### src/rtl/core/fpm_pkg.sv
// Shared constants and types for the first pattern match finder.
package fpm_pkg;

	localparam int MAX_PATTERN   = 8;
	localparam int POSITION_BITS = 16;
	localparam int BYTE_W        = 8;
	localparam int PAT_W         = BYTE_W * MAX_PATTERN;
	localparam int LEN_W         = $clog2(MAX_PATTERN + 1);
	localparam int SEL_W         = (MAX_PATTERN > 1) ? $clog2(MAX_PATTERN) : 1;
	localparam int CFG_W         = 64;
	localparam int CFG_IDX_W     = 2;
	localparam int LEN_REG_W     = 4;
	localparam int OUT_POS_W     = 16;

	// Register indexes of the configuration port
	localparam logic [CFG_IDX_W-1:0] REG_PATTERN_BYTES  = CFG_IDX_W'(0);
	localparam logic [CFG_IDX_W-1:0] REG_PATTERN_LENGTH = CFG_IDX_W'(1);

	// Per-cell control from the top level
	typedef struct packed {
		logic shift_en;  // a new byte enters the chain this cycle
		logic used;      // this cell's offset lies inside the active pattern
	} cell_ctl_t;

endpackage

### src/rtl/core/fpm_cell.sv
// One window cell: holds one earlier text byte and compares it with its pattern byte.
module fpm_cell
	import fpm_pkg::*;
(
	input  logic              clk,
	input  cell_ctl_t         ctl,
	input  logic [BYTE_W-1:0] byte_in,
	input  logic [BYTE_W-1:0] want,
	output logic [BYTE_W-1:0] byte_q,
	output logic              ok
);

	// window byte, handed on from the neighbor on each shift
	always_ff @(posedge clk) begin
		if (ctl.shift_en) begin
			byte_q <= byte_in;
		end
	end

	// offsets beyond the pattern always agree
	assign ok = !ctl.used || (byte_q == want);

endmodule

### src/rtl/core/first_pattern_match_finder_unit.sv
// Top level of the first pattern match finder: cell chain, position counter, result register.
// A result is in the output register from the cycle after the byte that causes it is accepted.
// Throughput: one text byte per cycle while in_ready is high; the whole window is compared
//   by the cell row in the cycle a byte is accepted; the result register drains in parallel.
// Input stalls only while a result waits in the output register and out_ready is low.
// Reset (arst_n low): pattern cleared to zero, length set to one, position counter and
//   match flag cleared, output register empty; window bytes are not reset.
module first_pattern_match_finder_unit
	import fpm_pkg::*;
(
	input  logic                 clk,
	input  logic                 arst_n,
	input  logic                 cfg_we,
	input  logic [CFG_IDX_W-1:0] cfg_index,
	input  logic [CFG_W-1:0]     cfg_data,
	input  logic                 in_valid,
	output logic                 in_ready,
	input  logic [BYTE_W-1:0]    text_byte,
	input  logic                 last_byte,
	output logic                 out_valid,
	input  logic                 out_ready,
	output logic                 found,
	output logic [OUT_POS_W-1:0] match_position
);

	logic [PAT_W-1:0]         pattern_q;
	logic [LEN_REG_W-1:0]     length_q;
	logic [POSITION_BITS-1:0] bytes_seen_q;
	logic                     reported_q;
	logic [LEN_W-1:0]         len_act;
	logic                     in_fire;
	logic                     shift_en;
	logic                     counted;
	logic [POSITION_BITS-1:0] seen_next;
	logic [POSITION_BITS-1:0] start_pos;
	logic [MAX_PATTERN-1:0]   lane_ok;
	logic [BYTE_W-1:0]        chain [MAX_PATTERN];
	logic                     hit;
	logic                     load;

	// configuration registers
	always_ff @(posedge clk or negedge arst_n) begin
		if (!arst_n) begin
			pattern_q <= '0;
			length_q  <= LEN_REG_W'(1);
		end else if (cfg_we) begin
			unique case (cfg_index)
				REG_PATTERN_BYTES:  pattern_q <= cfg_data[PAT_W-1:0];
				REG_PATTERN_LENGTH: length_q  <= cfg_data[LEN_REG_W-1:0];
				default: ;
			endcase
		end
	end

	// active length: zero acts as one, oversize clamps
	always_comb begin
		if (length_q == '0) begin
			len_act = LEN_W'(1);
		end else if (32'(length_q) > MAX_PATTERN) begin
			len_act = LEN_W'(MAX_PATTERN);
		end else begin
			len_act = LEN_W'(length_q);
		end
	end

	assign in_ready = !out_valid || out_ready;
	assign in_fire  = in_valid && in_ready;
	assign shift_en = in_fire && !reported_q;

	// offset zero is the incoming byte, compared against the last pattern byte
	assign chain[0]   = text_byte;
	assign lane_ok[0] = (text_byte == pattern_q[BYTE_W * SEL_W'(len_act - LEN_W'(1)) +: BYTE_W]);

	// row of cells, cell j holds the byte j steps back
	for (genvar j = 1; j < MAX_PATTERN; j++) begin : g_cell
		cell_ctl_t        ctl;
		logic [SEL_W-1:0] sel;

		assign ctl.shift_en = shift_en;
		assign ctl.used     = (len_act > LEN_W'(j));
		assign sel          = SEL_W'(len_act - LEN_W'(j + 1));

		fpm_cell u_cell (
			.clk     (clk),
			.ctl     (ctl),
			.byte_in (chain[j-1]),
			.want    (pattern_q[BYTE_W * sel +: BYTE_W]),
			.byte_q  (chain[j]),
			.ok      (lane_ok[j])
		);
	end

	// position counter, saturating at all ones
	assign counted   = (bytes_seen_q != '1);
	assign seen_next = bytes_seen_q + POSITION_BITS'(1);
	assign start_pos = seen_next - POSITION_BITS'(len_act) + POSITION_BITS'(1);
	assign hit       = counted && (seen_next >= POSITION_BITS'(len_act)) && (&lane_ok);
	assign load      = shift_en && (hit || last_byte);

	always_ff @(posedge clk or negedge arst_n) begin
		if (!arst_n) begin
			bytes_seen_q <= '0;
			reported_q   <= 1'b0;
		end else if (in_fire) begin
			if (last_byte) begin
				bytes_seen_q <= '0;
				reported_q   <= 1'b0;
			end else if (!reported_q) begin
				if (counted) begin
					bytes_seen_q <= seen_next;
				end
				if (hit) begin
					reported_q <= 1'b1;
				end
			end
		end
	end

	// result register
	always_ff @(posedge clk or negedge arst_n) begin
		if (!arst_n) begin
			out_valid <= 1'b0;
		end else if (load) begin
			out_valid <= 1'b1;
		end else if (out_ready) begin
			out_valid <= 1'b0;
		end
	end

	always_ff @(posedge clk) begin
		if (load) begin
			found          <= hit;
			match_position <= hit ? OUT_POS_W'(start_pos) : '0;
		end
	end

	// a reported match leaves a found word waiting
	assert property (@(posedge clk) disable iff (!arst_n)
		$rose(reported_q) |-> out_valid && found)
		else $error("match flag set without a found word");

	// not-found words carry position zero, found words a nonzero start
	assert property (@(posedge clk) disable iff (!arst_n)
		out_valid |-> (found ? (match_position != '0) : (match_position == '0)))
		else $error("position inconsistent with found flag");

	// the last byte restarts the search
	assert property (@(posedge clk) disable iff (!arst_n)
		in_fire && last_byte |=> bytes_seen_q == '0 && !reported_q)
		else $error("search not restarted after last byte");

	// a waiting word that is not taken blocks input
	assert property (@(posedge clk) disable iff (!arst_n)
		out_valid && !out_ready |-> !in_ready)
		else $error("input taken while result register is full");

endmodule

### config.mk
export PLATFORM = sky130hd
export DESIGN_NAME = first_pattern_match_finder_unit
export DESIGN_NICKNAME = d
export VERILOG_FILES = /design/src/rtl/core/fpm_pkg.sv /design/src/rtl/core/fpm_cell.sv /design/src/rtl/core/first_pattern_match_finder_unit.sv
export SDC_FILE = /design/constraint.sdc
export NUM_CORES = 1
export LEC_CHECK = 0
export BUFFER_PORTS_ARGS = -buffer_cell sky130_fd_sc_hd__buf_2
export CAP_MARGIN = 20
export CORE_MARGIN = 2
export CORE_UTILIZATION = 40
export DETAILED_ROUTE_END_ITERATION = 7
export PLACE_DENSITY_LB_ADDON = 0.12
export SLEW_MARGIN = 20
export SYNTH_ARGS = -nofsm -noshare
export SYNTH_HDL_FRONTEND = slang
export SYNTH_SLANG_ARGS = --single-unit
export TNS_END_PERCENT = 1
### constraint.sdc
create_clock -name clk -period 6.59 [get_ports clk]
set_clock_uncertainty 0.15 [all_clocks]
set_input_delay 0.9885 -clock clk [delete_from_list [all_inputs] [get_ports clk]]
set_output_delay 0.9885 -clock clk [all_outputs]
set_load 0.05 [all_outputs]
== Yosys cells after proc, flatten, opt, wreduce, memory -nomap -nowiden ==
Cells that the tools add are included.
W data, S select, Z words.

* Flip-flop bits (word level): 159
* Latch bits: 0
* RAM bits: 0
* Memory bits (read-only): 0
* Output and inout bits: 19
* Word-level logic and storage cells: 94
* Memories kept: 0

* Add/subtract/negate cells: 11
* $mul: 0
* Divide/modulo/power cells: 0
* Order comparisons: 9
* Equality and inequality tests: 11
* Shift operators: 8
* Muxes and demuxes: 10
* Bitwise logic cells: 0
* Reduce and logical (&&, ||, !) cells: 31

{| class="wikitable"
|+ Operators with widths
! cell !! count
|-
| $shiftx A64 B7 Y8 || 8
|-
| $eq A8 B8 Y1 || 8
|-
| $mux W16 || 3
|-
| $add A16 B1 Y16 const B || 2
|-
| $ge A16 B4 Y1 || 1
|-
| $gt A4 B3 Y1 const B || 4
|-
| $ne A16 B16 Y1 const B || 1
|-
| $sub A16 B4 Y16 || 1
|-
| $sub A3 B3 Y3 const B || 4
|-
| $logic_not A1 Y1 || 9
|-
| $logic_or A1 B1 Y1 || 9
|-
| $gt A4 B2 Y1 const B || 2
|-
| $mux W4 || 2
|-
| $reduce_and A8 Y1 || 1
|-
| $sub A3 B1 Y3 const B || 2
|-
| $sub A3 B2 Y3 const B || 2
|-
| $logic_and A1 B1 Y1 || 5
|-
| $mux W1 || 5
|-
| $gt A4 B1 Y1 const B || 1
|-
| $gt A4 B4 Y1 const B || 1
|-
| $logic_not A4 Y1 || 1
|-
| $reduce_and A2 Y1 || 2
|-
| $reduce_bool A2 Y1 || 2
|-
| $reduce_and A3 Y1 || 1
|-
| other kinds (3) || 3
|}

== Longest topological paths before layout ==
Gate-level depths: netlist of the first run.

* Word-level depth: 12
* Gate-level depth with buffers: 20

== By module ==
A second synthesis of the first run with hierarchy kept.

* Cell total of the unflattened synthesis: 922
* Area total of the unflattened synthesis: 10,263.6 µm²

{| class="wikitable"
|+ Modules (own cells, without submodules)
! module !! instances !! cells an instance !! area an instance (µm²) !! seq. area each (µm²)
|-
| first_pattern_match_finder_unit || 1 || 789 || 7,968.9 || 2,663.8
|-
| fpm_cell || 7 || 19 || 327.8 || 240.2
|}

== Worst setup path after synthesis of the first run ==
No wires, ideal clock.

* Path type: flip-flop to flip-flop
* Start point: reg length_q[3]
* End point: reg found, enable pin
* Library setup time: 0.390 ns
* Arrival time: 4.370 ns
* Data required time: 6.050 ns
* Slack: 1.680 ns
* Cell stages (with the launch flop): 16
* Buffers on the path: 6
* Clock period less this slack: 4.910 ns
* Cells stage by stage: dfrtp_1 buf_6 nand2b_1 buf_4 buf_4 buf_2 ha_1 clkbuf_1 clkbuf_1 mux4_2 xnor2_1 nor4_1 a21oi_1 nor4_4 a31oi_1 nor2_1

* Word-level cells in the longest chain between the ends: 11
* Elaborated cells between the ends (all ways): 55
* Classes of those cells: 8 x add/sub; 9 x order compare; 8 x eq/ne; 8 x shift; 2 x mux; 20 x reduce/logical

{| class="wikitable"
|+ RTL lines
! element !! line !! source
|-
| start, declared || first_pattern_match_finder_unit.sv:27 || <nowiki>logic [LEN_REG_W-1:0] length_q;</nowiki>
|-
| start signal, assigned || first_pattern_match_finder_unit.sv:49 || <nowiki>REG_PATTERN_LENGTH: length_q <= cfg_data[LEN_REG_W-1:0];</nowiki>
|-
| $gt A4 B4 Y1 || first_pattern_match_finder_unit.sv:59 || <nowiki>end else if (32'(length_q) > MAX_PATTERN) begin</nowiki>
|-
| $mux W4 || first_pattern_match_finder_unit.sv:59 ||
|-
| $mux W4 * || first_pattern_match_finder_unit.sv:57 || <nowiki>if (length_q == '0) begin</nowiki>
|-
| $sub A3 B2 Y3, or another cell as far along || first_pattern_match_finder_unit.sv:81 || <nowiki>assign sel = SEL_W'(len_act - LEN_W'(j + 1));</nowiki>
|-
| $shiftx A64 B7 Y8 || first_pattern_match_finder_unit.sv:87 || <nowiki>.want (pattern_q[BYTE_W * sel +: BYTE_W]),</nowiki>
|-
| $eq A8 B8 Y1 || fpm_cell.sv:21 || <nowiki>assign ok = !ctl.used || (byte_q == want);</nowiki>
|-
| $logic_or A1 B1 Y1 || fpm_cell.sv:21 ||
|-
| $reduce_and A8 Y1 || first_pattern_match_finder_unit.sv:97 || <nowiki>assign hit = counted && (seen_next >= POSITION_BITS'(len_act)) && (&lane_ok);</nowiki>
|-
| $logic_and A1 B1 Y1 * || first_pattern_match_finder_unit.sv:97 ||
|-
| $logic_or A1 B1 Y1 * || first_pattern_match_finder_unit.sv:98 || <nowiki>assign load = shift_en && (hit || last_byte);</nowiki>
|-
| $logic_and A1 B1 Y1 * || first_pattern_match_finder_unit.sv:98 ||
|-
| named net load || first_pattern_match_finder_unit.sv:39 || <nowiki>logic load;</nowiki>
|-
| end signal, assigned || first_pattern_match_finder_unit.sv:132 || <nowiki>found <= hit;</nowiki>
|-
| end, declared || first_pattern_match_finder_unit.sv:22 || <nowiki>output logic found,</nowiki>
|}

Mark *: on every way through the listed nets, which the timed path passes. The rest lies on a longest branch.
A chain may end at the register's enable or synchronous reset.

== Worst setup path in the final report of the first run ==
* Start point: reg length_q[3]
* End point: reg match_position[5], enable pin

* Word-level cells in the longest chain between the ends: 11
* Elaborated cells between the ends (all ways): 55
* Classes of those cells: 8 x add/sub; 9 x order compare; 8 x eq/ne; 8 x shift; 2 x mux; 20 x reduce/logical

{| class="wikitable"
|+ RTL lines
! element !! line !! source
|-
| $gt A4 B4 Y1 || first_pattern_match_finder_unit.sv:59 ||
|-
| $mux W4 || first_pattern_match_finder_unit.sv:59 ||
|-
| $mux W4 * || first_pattern_match_finder_unit.sv:57 ||
|-
| $sub A3 B2 Y3, or another cell as far along || first_pattern_match_finder_unit.sv:81 ||
|-
| $shiftx A64 B7 Y8 || first_pattern_match_finder_unit.sv:87 ||
|-
| $eq A8 B8 Y1 || fpm_cell.sv:21 ||
|-
| $logic_or A1 B1 Y1 || fpm_cell.sv:21 ||
|-
| $reduce_and A8 Y1 || first_pattern_match_finder_unit.sv:97 ||
|-
| $logic_and A1 B1 Y1 * || first_pattern_match_finder_unit.sv:97 ||
|-
| $logic_or A1 B1 Y1 * || first_pattern_match_finder_unit.sv:98 ||
|-
| $logic_and A1 B1 Y1 * || first_pattern_match_finder_unit.sv:98 ||
|-
| named net load || first_pattern_match_finder_unit.sv:39 ||
|-
| end signal, assigned || first_pattern_match_finder_unit.sv:133 || <nowiki>match_position <= hit ? OUT_POS_W'(start_pos) : '0;</nowiki>
|-
| end, declared || first_pattern_match_finder_unit.sv:23 || <nowiki>output logic [OUT_POS_W-1:0] match_position</nowiki>
|}

Marks and branches as above.

==> results.md, run 1 <==
- Clk_lat worst skew: 0.44 ns
- Initial antenna violation count: 0
- Switching pwr: 1.416 mW
- Iteration-0 DRC Markers: 471
- Clock buffer count from CTS: 17
- Yosys reg bits: 159
- Final setup fails: 0
- Overflow after GRT: 0
- Final ANT Viol Nets: 0
- Logic pwr share: 41.2%
- Largest delay share family, worst path: compound AO/OA/AOI/OAI gates
- Final Critical Period: 4.866 ns
- Dpl ws: 1.720 ns
- Syn Nets: 888
- First-pass GRT wire length: 39,760 um
- Peak Freq: 0.2055 GHz
- Count of final max-slew check failures: 0
- RePlAce Congestion: 0.8526
- Initial Utilization: 40.86%
- Most used cell, CP: buf_4
- Final Util: 46.55%
- Worst-path clk slew: 0.07 ns
- Crit end category: register
- CP bufs+invs: 3
- Syn avg cell area: 12.91 um2
- Vias in the first global route: 6,853
- Top FF cell, synth: dfrtp_1
- RSZ-0062 raised after global routing: no
- Actual slew at the worst max-slew pin: 0.8698 ns
- DR DRC count: 0
- CP peak stage delay: 0.69 ns
- Flop pwr share: 33.1%
- Commonest non-fill, non-tap cells in the layout: mux2i_1 (97), buf_2 (97), dfrtp_1 (85)
- Crit-path cells: inv_2, o21a_4, buf_4, mux4_2, mux2i_1, xnor2_1, nor4_1, a22oi_1, nor4_4, a31oi_1, nor2_1, buf_4
- Sequential fraction of the synthesis area: 43.60%
- Async S/R FF share, synth: 54.09%
- Area occupied by registers: 0.004345 mm2
- Max Cap Viol: 0
- Clock sinks: 159
- GRT Overall Usage: 20.03%
- Area grow syn2layout: 13.91%
- CTS resizes: 0
- Yosys warning total: 0
- Final setup margin: 1.724 ns
- Die ar.: 0.02620 mm2
- P_leak: 4.585 nW
- Distinct cells, synth: 55
- Hold Path Class: register to register
- Total power: 3.880 mW
- DRT Wirelength: 25,570 um
- Clk buf depth: 2
- Crit Path Max Fanout: 47
- WL per Instance: 21.33 um
- Startpoint Class: register
- Maximum vdd drop: 0.0001691 V
- Diode count: 0
- Core ar.: 0.02439 mm2
- CP max-delay cell: o21a_4
- Root buf cell: clkbuf_16
- DRT Pass-1 Iters: 5
- Number of synthesized flops with an enable pin: 73
- I/O pins: 99
- Fin Hold WS: 0.3165 ns
- Status: finished clean
- Die Y: 161.9 um
- Multi-input logic area: 0.005333 mm2
- Final period util: 73.84%
- Postcts setup bufs: 0
- Nets@finish: 978
- Via-to-Cell Ratio: 5.531
- Internal power: 2.464 mW
- # hold bufs at CTS: 0
- Hpwl dp: 19,460 um
- Gate Count Post-Synth: 772
- Reg2Reg Setup Slack: 1.72 ns
- Largest net degree at the start of global routing: 65
- CTS tree: done
- Post-Synthesis Cell Area: 0.009967 mm2
- Fill cells: 2,223
- CP Class: register to register
- Share of cells above drive strength 1: 31.20%
- Rows: 57
- Port buffer count: 98
- Die X: 161.9 um
- Worst Path Arrival: 4.84 ns
- CTS H-tree lvls: 4
- Fin. Hold Viols: 0
- Power per cell area: 341.7 mW/mm2
- Clk network pwr share: 25.7%
- Setup_tns: 0 ns
- Switching share of total power: 36.49%
- Critical Path RT: 6.56 ns
- Worst rel slew slack: 42.01%
- Vias: 6,632
cells by family after synthesis:
logic type / Yosys count / synth area share, %
AO/OA/AOI/OAI: 72 / 4.268
XOR/XNOR: 94 / 8.335
adder cells (fa/ha/maj): 36 / 4.670
buffers and inverters: 67 / 3.088
flip-flops: 159 / 43.60
multiplexers: 219 / 29.70
AND/OR/NAND/NOR: 125 / 6.340
cell type report:
class	instances	area share (%)
Clock inverter	15	1.422
Inverter	30	1.014
Timing Repair Buffer	108	5.003
Multi-Input combinational cell	546	46.97
Sequential cell	159	38.27
Clock buffer	17	3.747
Tap cell	324	3.571
final timing paths:
kind                                                 start                    endpoint  cells past startpoint
max in group asynchronous                           arst_n               pattern_q[37]                      2
worst min register to register  g_cell[3].u_cell.byte_q[0]  g_cell[4].u_cell.byte_q[0]                      0
worst min-delay path            g_cell[3].u_cell.byte_q[0]  g_cell[4].u_cell.byte_q[0]                      0
worst max-delay path                           length_q[3]           match_position[5]                     12
min in group asynchronous                           arst_n             bytes_seen_q[6]                      1
worst max register to register                 length_q[3]           match_position[5]                     12
per-layer routing:
metal | wire length [um] | track usage, % | vias up
met3 | 1112 | 3.090 | 30
met1 | 11840 | 28.27 | 3363
met4 | 544 | 6.637 | 0
met2 | 12080 | 31.80 | 192
met5 | 0 | 0 | -
li1 | - | - | 3047
flip-flops by register name, summed over array words and instances, names as in the netlist:
name and cells:
length_q 4, found 1, out_valid 1, g_cell.u_cell.byte_q 56
pattern_q 64, match_position 16, bytes_seen_q 16, reported_q 1
per-stage QoR:
stage | std cells | cell area (um2)
final | 1199 | 11350
after floorplan | 772 | 9967
after global placement | 1167 | 10760
after CTS | 1199 | 11350
after detailed placement | 1167 | 10760
after global routing | 1199 | 11350
power by group through the flow:
stage / Combinational [mW] / Clock (mW) / Sequential [mW]
3_5_place_dp: 1.59 / 0 / 1.31
2_1_floorplan: 1.25 / 0 / 1.26
4_1_cts: 1.60 / 1.01 / 1.29
3_3_place_gp: 1.58 / 0 / 1.30
6_report: 1.60 / 0.996 / 1.29
5_1_grt: 1.72 / 1.05 / 1.30
synth_stat cells, types with 2 or more instances:
| cell | instances | share of area (%) |
|---|---|---|
| a31oi_1 | 3 | 0.19 |
| buf_2 | 9 | 0.45 |
| dfrtp_1 | 85 | 21 |
| and4_1 | 2 | 0.18 |
| nor4_1 | 10 | 0.63 |
| nor2_1 | 35 | 1.3 |
| mux4_2 | 52 | 12 |
| ha_1 | 34 | 4.3 |
| buf_4 | 6 | 0.45 |
| mux2i_1 | 97 | 9.7 |
| or3_1 | 2 | 0.13 |
| edfxtp_1 | 73 | 22 |
| fa_1 | 2 | 0.40 |
| o211ai_1 | 2 | 0.15 |
| and3_1 | 5 | 0.31 |
| a221oi_1 | 2 | 0.18 |
| and2_1 | 2 | 0.13 |
| a22oi_1 | 2 | 0.15 |
| nor3_1 | 9 | 0.45 |
| o31ai_1 | 2 | 0.15 |
| buf_6 | 3 | 0.34 |
| nand2b_1 | 7 | 0.44 |
| o21ai_0 | 27 | 1.4 |
| nand3_1 | 11 | 0.55 |
| mux2_2 | 68 | 7.7 |
| clkbuf_1 | 18 | 0.68 |
| xor2_1 | 25 | 2.2 |
| o21a_1 | 3 | 0.23 |
| mux4_1 | 2 | 0.53 |
| nand2_1 | 32 | 1.2 |
| a21oi_1 | 21 | 1.1 |
| inv_1 | 29 | 1.1 |
| o21bai_1 | 3 | 0.23 |
| xnor2_1 | 68 | 6.0 |
(Power assumes the default switching activity.)
==> run 2: changes to the inputs <==
==> constraint.sdc (replaced) <==
create_clock -name clk -period 4.1 [get_ports clk]
set_clock_uncertainty 0.15 [all_clocks]
set_input_delay 0.615 -clock clk [delete_from_list [all_inputs] [get_ports clk]]
set_output_delay 0.615 -clock clk [all_outputs]
set_load 0.05 [all_outputs]
==> run 2 against run 1 <==
Effect of this change: cell area increased by 4.2%; die area unchanged; register-to-register slack worse by 1.6 ns; non-clock buffer count grew 38; first-iteration DRC count down 17%; clock power up 56%; worst setup slack worse by 1.6 ns; flip-flop and latch count stayed put; combinational power rose by 76%; count of clock-buffer cells in the layout is the same; worst hold slack worse by 0.19 ns; via count is 3.0% higher.
==> results.md, run 2 (synthesis results as in run 1) <==
- Critical path origin: length_q[1]
- Worst rel slew slack: 41.15%
- P_leak: 4.798 nW
- Clk buf depth: 2
- Worst reg2reg path depth: 12
- CP peak stage delay: 0.60 ns
- Actual slew at the worst max-slew pin: 0.8827 ns
- DRT Wirelength: 26,270 um
- I/O pins: 99
- Hpwl dp: 20,170 um
- Max reg flops: 64
- Dpl cells: 1,198
- Crit end category: register
- # hold bufs at CTS: 0
- Diode count: 0
- Vias: 6,831
- Finished Cell Area: 0.01183 mm2
- First-pass GRT wire length: 41,040 um
- Total power: 6.422 mW
- Final Critical Period: 3.927 ns
- Max Cap Viol: 0
- Final setup fails: 0
- Area grow syn2layout: 18.67%
- Status: finished clean
- Clock buffer count from CTS: 17
- Biggest regs: pattern_q (64), g_cell.u_cell.byte_q (56)
- Iteration-0 DRC Markers: 392
- Rows: 57
- Worst Path Arrival: 4.04 ns
- Worst-path clk slew: 0.07 ns
- Power per cell area: 543.0 mW/mm2
- CTS H-tree lvls: 4
- Maximum vdd drop: 0.0002862 V
- Area occupied by registers: 0.004345 mm2
- Peak Freq: 0.2547 GHz
- Count of final max-slew check failures: 0
- Post-DP Area: 0.01109 mm2
- Commonest non-fill, non-tap cells in the layout: buf_2 (97), mux2i_1 (92), dfrtp_1 (85)
- Die X: 161.9 um
- Nets@finish: 1,016
- Final period util: 95.77%
- Overflow after GRT: 0
- Core ar.: 0.02439 mm2
- Most used cell, CP: buf_4
- Cell Count, Final, Fillers Out: 1,237
- Multi-input logic area: 0.005434 mm2
- Fin. Hold Viols: 0
- Biggest register: pattern_q
- CP max-delay cell: mux4_2
- Crit-path cells: nand2b_2, buf_4, buf_4, mux4_2, xnor2_1, and4_1, o2111ai_1, o31ai_1, and4_1, buf_4, nand3_4, nor4_2
- RePlAce Congestion: 0.8560
- Largest net degree at the start of global routing: 66
- Share of cells above drive strength 1: 36.04%
- CP Class: register to register
- Fin Hold WS: 0.1217 ns
- Initial antenna violation count: 0
- Die Y: 161.9 um
- FF-to-FF Start: length_q[1]
- RSZ-0062 raised after global routing: yes
- Final ANT Viol Nets: 0
- Worst r2r dst: match_position[15]
- Fill cells: 2,176
- Die ar.: 0.02620 mm2
- Clk_lat worst skew: 0.44 ns
- Port buffer count: 98
- Hold Path Class: input pin to asynchronous set/reset pin
- DR DRC count: 0
- Reg2Reg Setup Slack: 0.17 ns
- GRT Overall Usage: 20.64%
- Vias in the first global route: 7,141
- Root buf cell: clkbuf_16
- Clock sinks: 159
- CTS tree: done
- Final Util: 48.49%
- DRT Pass-1 Iters: 5
- Initial Utilization: 40.86%
- Critical Path End: match_position[15]
- Most common cell after layout, fill and taps aside: buf_2
- Critical Path RT: 4.21 ns
- Startpoint Class: register
- WL per Instance: 21.24 um
- Crit Path Max Fanout: 18
- Via-to-Cell Ratio: 5.522
-- run 2: cell types whose count changed in the layout (fill, tap and decap cells not counted), sizes merged --
| cell | previous run | this run |
|---|---|---|
| clkbuf | 17 | 18 |
| clkinv | 4 | 2 |
| clkinvlp | 0 | 3 |
| inv | 41 | 40 |
| buf | 108 | 145 |
-- run 2: routing by layer --
metal  GRT usage (%)  routed length [um]
met1           28.70               12080
met2           33.58               12690
met3           3.626                1108
met4           5.430                 393
met5               0                   0
-- run 2: power breakdown --
part           internal (mW)  total, mW  switching [mW]  leakage, nW
Clock                  0.806       1.55           0.742        0.271
Sequential              1.86       2.05           0.193         1.76
Combinational           1.43       2.82            1.39         2.77
Total                   4.10       6.42            2.32         4.80
-- run 2: layout make-up --
type,instances,share of cell area [%]
Multi-Input combinational cell,546,45.94
Tap cell,324,3.427
Clock buffer,17,3.597
Sequential cell,159,36.74
Timing Repair Buffer,146,8.156
Clock inverter,15,1.185
Inverter,30,0.9521
-- run 2: worst min path at each step --
stage	from	to	slack [ns]	cells after the start
2_1_floorplan	arst_n	bytes_seen_q[0]	0.17	0
3_3_place_gp	g_cell[3].u_cell.byte_q[5]	g_cell[4].u_cell.byte_q[5]	0.31	0
3_5_place_dp	g_cell[3].u_cell.byte_q[5]	g_cell[4].u_cell.byte_q[5]	0.31	0
4_1_cts	arst_n	bytes_seen_q[8]	0.16	1
5_1_grt	arst_n	bytes_seen_q[8]	0.20	1
6_report	arst_n	bytes_seen_q[2]	0.12	1
-- run 2: timing repair --
action / CTS / global route
gates cloned: 0 / 1
pin swaps: 2 / 1
resized for setup: 5 / 16
setup buffers: 6 / 0
endpoints found under the setup margin: 19 / 33
-- run 2: through the flow --
stage	setup TNS [ns]	setup WS, ns
6_report	0	0.1734
5_1_grt	-0.01919	-0.01919
4_1_cts	0	0.01892
3_5_place_dp	-3.121	-0.1786
3_3_place_gp	-0.1848	-0.01203
2_1_floorplan	0	0.001043
-- run 2: critical path, delay by kind of cell, from the launching register on --
kind,cells,cell delay [ns]
DFF,1,0.45
xor gates and xnor gates,1,0.25
and+or+nand+nor,5,1.12
AOI/OAI and AO/OA,2,0.42
muxes,1,0.60
buffers and inverters,3,0.74
==> run 3: changes to the inputs <==
--- a/config.mk
+++ b/config.mk
@@ -5,7 +5,7 @@
 export SDC_FILE = /design/constraint.sdc
 export NUM_CORES = 1
 export LEC_CHECK = 0
-export BUFFER_PORTS_ARGS = -buffer_cell sky130_fd_sc_hd__buf_2
+export BUFFER_PORTS_ARGS = -buffer_cell sky130_fd_sc_hd__buf_4
 export CAP_MARGIN = 20
 export CORE_MARGIN = 2
 export CORE_UTILIZATION = 40
==> constraint.sdc (replaced) <==
create_clock -name clk -period 4.35 [get_ports clk]
set_clock_uncertainty 0.15 [all_clocks]
set_input_delay 0.6525 -clock clk [delete_from_list [all_inputs] [get_ports clk]]
set_output_delay 0.6525 -clock clk [all_outputs]
set_load 0.05 [all_outputs]
==> run 3 against run 2 <==
Effect of this change: cell count fell by 1.6%; wire length fell by 0.24%; largest cell class unchanged; fmax fell by 3.6%; critical endpoint is now match_position[3]; largest power group unchanged; combinational power fell by 9.9%.
==> results.md, run 3 (synthesis results as in run 1) <==
- Final period util: 93.67%
- DRT Pass-1 Iters: 6
- Vias in the first global route: 7,018
- Post-DP Area: 0.01124 mm2
- Rows: 57
- Initial Utilization: 40.86%
- Crit end category: register
- Clock sinks: 159
- Diode count: 0
- Iteration-0 DRC Markers: 617
- Count of final max-slew check failures: 0
- Max layer used: met4
- WL per Instance: 21.53 um
- Status: finished clean
- CTS H-tree lvls: 4
- RePlAce Congestion: 0.8809
- RSZ-0062 raised after global routing: no
- Share of cells above drive strength 1: 32.59%
- Largest net degree at the start of global routing: 65
- CTS tree: done
- Commonest non-fill, non-tap cells in the layout: buf_4 (119), mux2i_1 (96), dfrtp_1 (85)
- Core ar.: 0.02439 mm2
- Clock buffer count from CTS: 17
- First-pass GRT wire length: 40,730 um
- Power per cell area: 504.9 mW/mm2
- Metal3 WL: 1121 um
- CP Class: register to register
- Peak Freq: 0.2454 GHz
- Biggest regs: pattern_q (64), g_cell.u_cell.byte_q (56)
- Nets@finish: 996
- WL met1: 11,720 um
- Area grow syn2layout: 18.64%
- Via-to-Cell Ratio: 5.491
- Metal2 WL: 12,970 um
- Crit Path Max Fanout: 33
- Finished Cell Area: 0.01183 mm2
- Initial antenna violation count: 0
- I/O pins: 99
- Clk_lat worst skew: 0.43 ns
- Setup_tns: 0 ns
- Maximum vdd drop: 0.0002455 V
- Clk buf depth: 2
- Worst rel slew slack: 46.30%
- Vias: 6,683
- Worst-path clk slew: 0.07 ns
- Critical Path RT: 4.34 ns
- Final Util: 48.48%
- Biggest register: pattern_q
- GRT Overall Usage: 20.52%
- Actual slew at the worst max-slew pin: 0.8055 ns
- Port buffer count: 98
- Hpwl dp: 20,440 um
- Final Critical Period: 4.075 ns
- Die Y: 161.9 um
- Max reg flops: 64
- Die X: 161.9 um
- Hold Path Class: input pin to asynchronous set/reset pin
- DRT Wirelength: 26,200 um
- Worst Path Arrival: 4.06 ns
- Final ANT Viol Nets: 0
- DR DRC count: 0
- P_leak: 4.780 nW
- Most common cell after layout, fill and taps aside: buf_4
- Die ar.: 0.02620 mm2
- Root buf cell: clkbuf_16
- Startpoint Class: register
- Max Cap Viol: 0
- Area occupied by registers: 0.004345 mm2
- Postcts setup bufs: 0
- Multi-input logic area: 0.005358 mm2
- Fill cells: 2,209
- Fin Hold WS: 0.1478 ns
- Final setup fails: 0
- Overflow after GRT: 0
- Fin. Hold Viols: 0
## run 3: cell types whose count changed in the layout (fill, tap and decap cells not counted), moves of 2 or more
| cell | before | now |
|---|---|---|
| inv_8 | 5 | 0 |
| clkinvlp_4 | 3 | 0 |
| mux2i_1 | 92 | 96 |
| a221oi_1 | 0 | 2 |
| clkbuf_1 | 0 | 2 |
| mux2i_2 | 5 | 1 |
| buf_2 | 97 | 0 |
| inv_6 | 5 | 2 |
| o21ai_0 | 25 | 27 |
| inv_4 | 0 | 6 |
| buf_4 | 40 | 119 |
| buf_12 | 5 | 7 |
| a221oi_2 | 2 | 0 |
## run 3: routing by layer
layer	up-vias	GRT usage [%]
li1	3094	-
met1	3385	28.11
met2	178	34.16
met3	26	3.345
met4	0	5.229
met5	-	0
## run 3: final cells by class
| cell class | count | area share (%) |
|---|---|---|
| Clock buffer | 21 | 3.989 |
| Clock inverter | 11 | 0.8359 |
| Inverter | 30 | 0.9523 |
| Multi-Input combinational cell | 546 | 45.31 |
| Sequential cell | 159 | 36.75 |
| Tap cell | 324 | 3.428 |
| Timing Repair Buffer | 126 | 8.740 |
## run 3: worst paths after layout
check | cells after the start | start | end | slack, ns
max | 13 | length_q[3] | match_position[3] | 0.28
min | 1 | arst_n | bytes_seen_q[9] | 0.15
max reg2reg | 13 | length_q[3] | match_position[3] | 0.28
min reg2reg | 0 | g_cell[3].u_cell.byte_q[7] | g_cell[4].u_cell.byte_q[7] | 0.33
max in group asynchronous | 2 | arst_n | pattern_q[47] | 2.95
min in group clk | 1 | text_byte[4] | g_cell[1].u_cell.byte_q[4] | 0.27
## run 3: power breakdown
| group | total [mW] | switching, mW | internal (mW) |
|---|---|---|---|
| Sequential | 1.94 | 0.181 | 1.75 |
| Clock | 1.49 | 0.647 | 0.843 |
| Combinational | 2.54 | 1.25 | 1.30 |
## run 3: through the flow
| step | worst slack (ns) | std cells | power, mW |
|---|---|---|---|
| 2_1_floorplan | 0.005792 | 772 | 3.812 |
| 3_3_place_gp | 0.2251 | 1184 | 4.464 |
| 3_5_place_dp | 0.2371 | 1185 | 4.501 |
| 4_1_cts | 0.2105 | 1217 | 6.004 |
| 5_1_grt | 0.002583 | 1217 | 6.279 |
| 6_report | 0.2754 | 1217 | 5.971 |
## run 3: repair_timing
item | CTS | global route
gates resized for setup | 0 | 2
endpoints found under the setup margin | 0 | 33
hold buffers | 0 | 0
## run 3: worst max-delay path, cell delays in order (launching register included)
cell	delay (ns)
dfrtp_1	0.39
buf_4	0.17
inv_2	0.12
o21a_4	0.20
buf_12	0.24
mux4_2	0.58
xor2_1	0.18
nor4_1	0.51
o2111ai_1	0.20
o31ai_1	0.20
and4_1	0.30
a31oi_1	0.17
nor2_4	0.16
buf_12	0.16
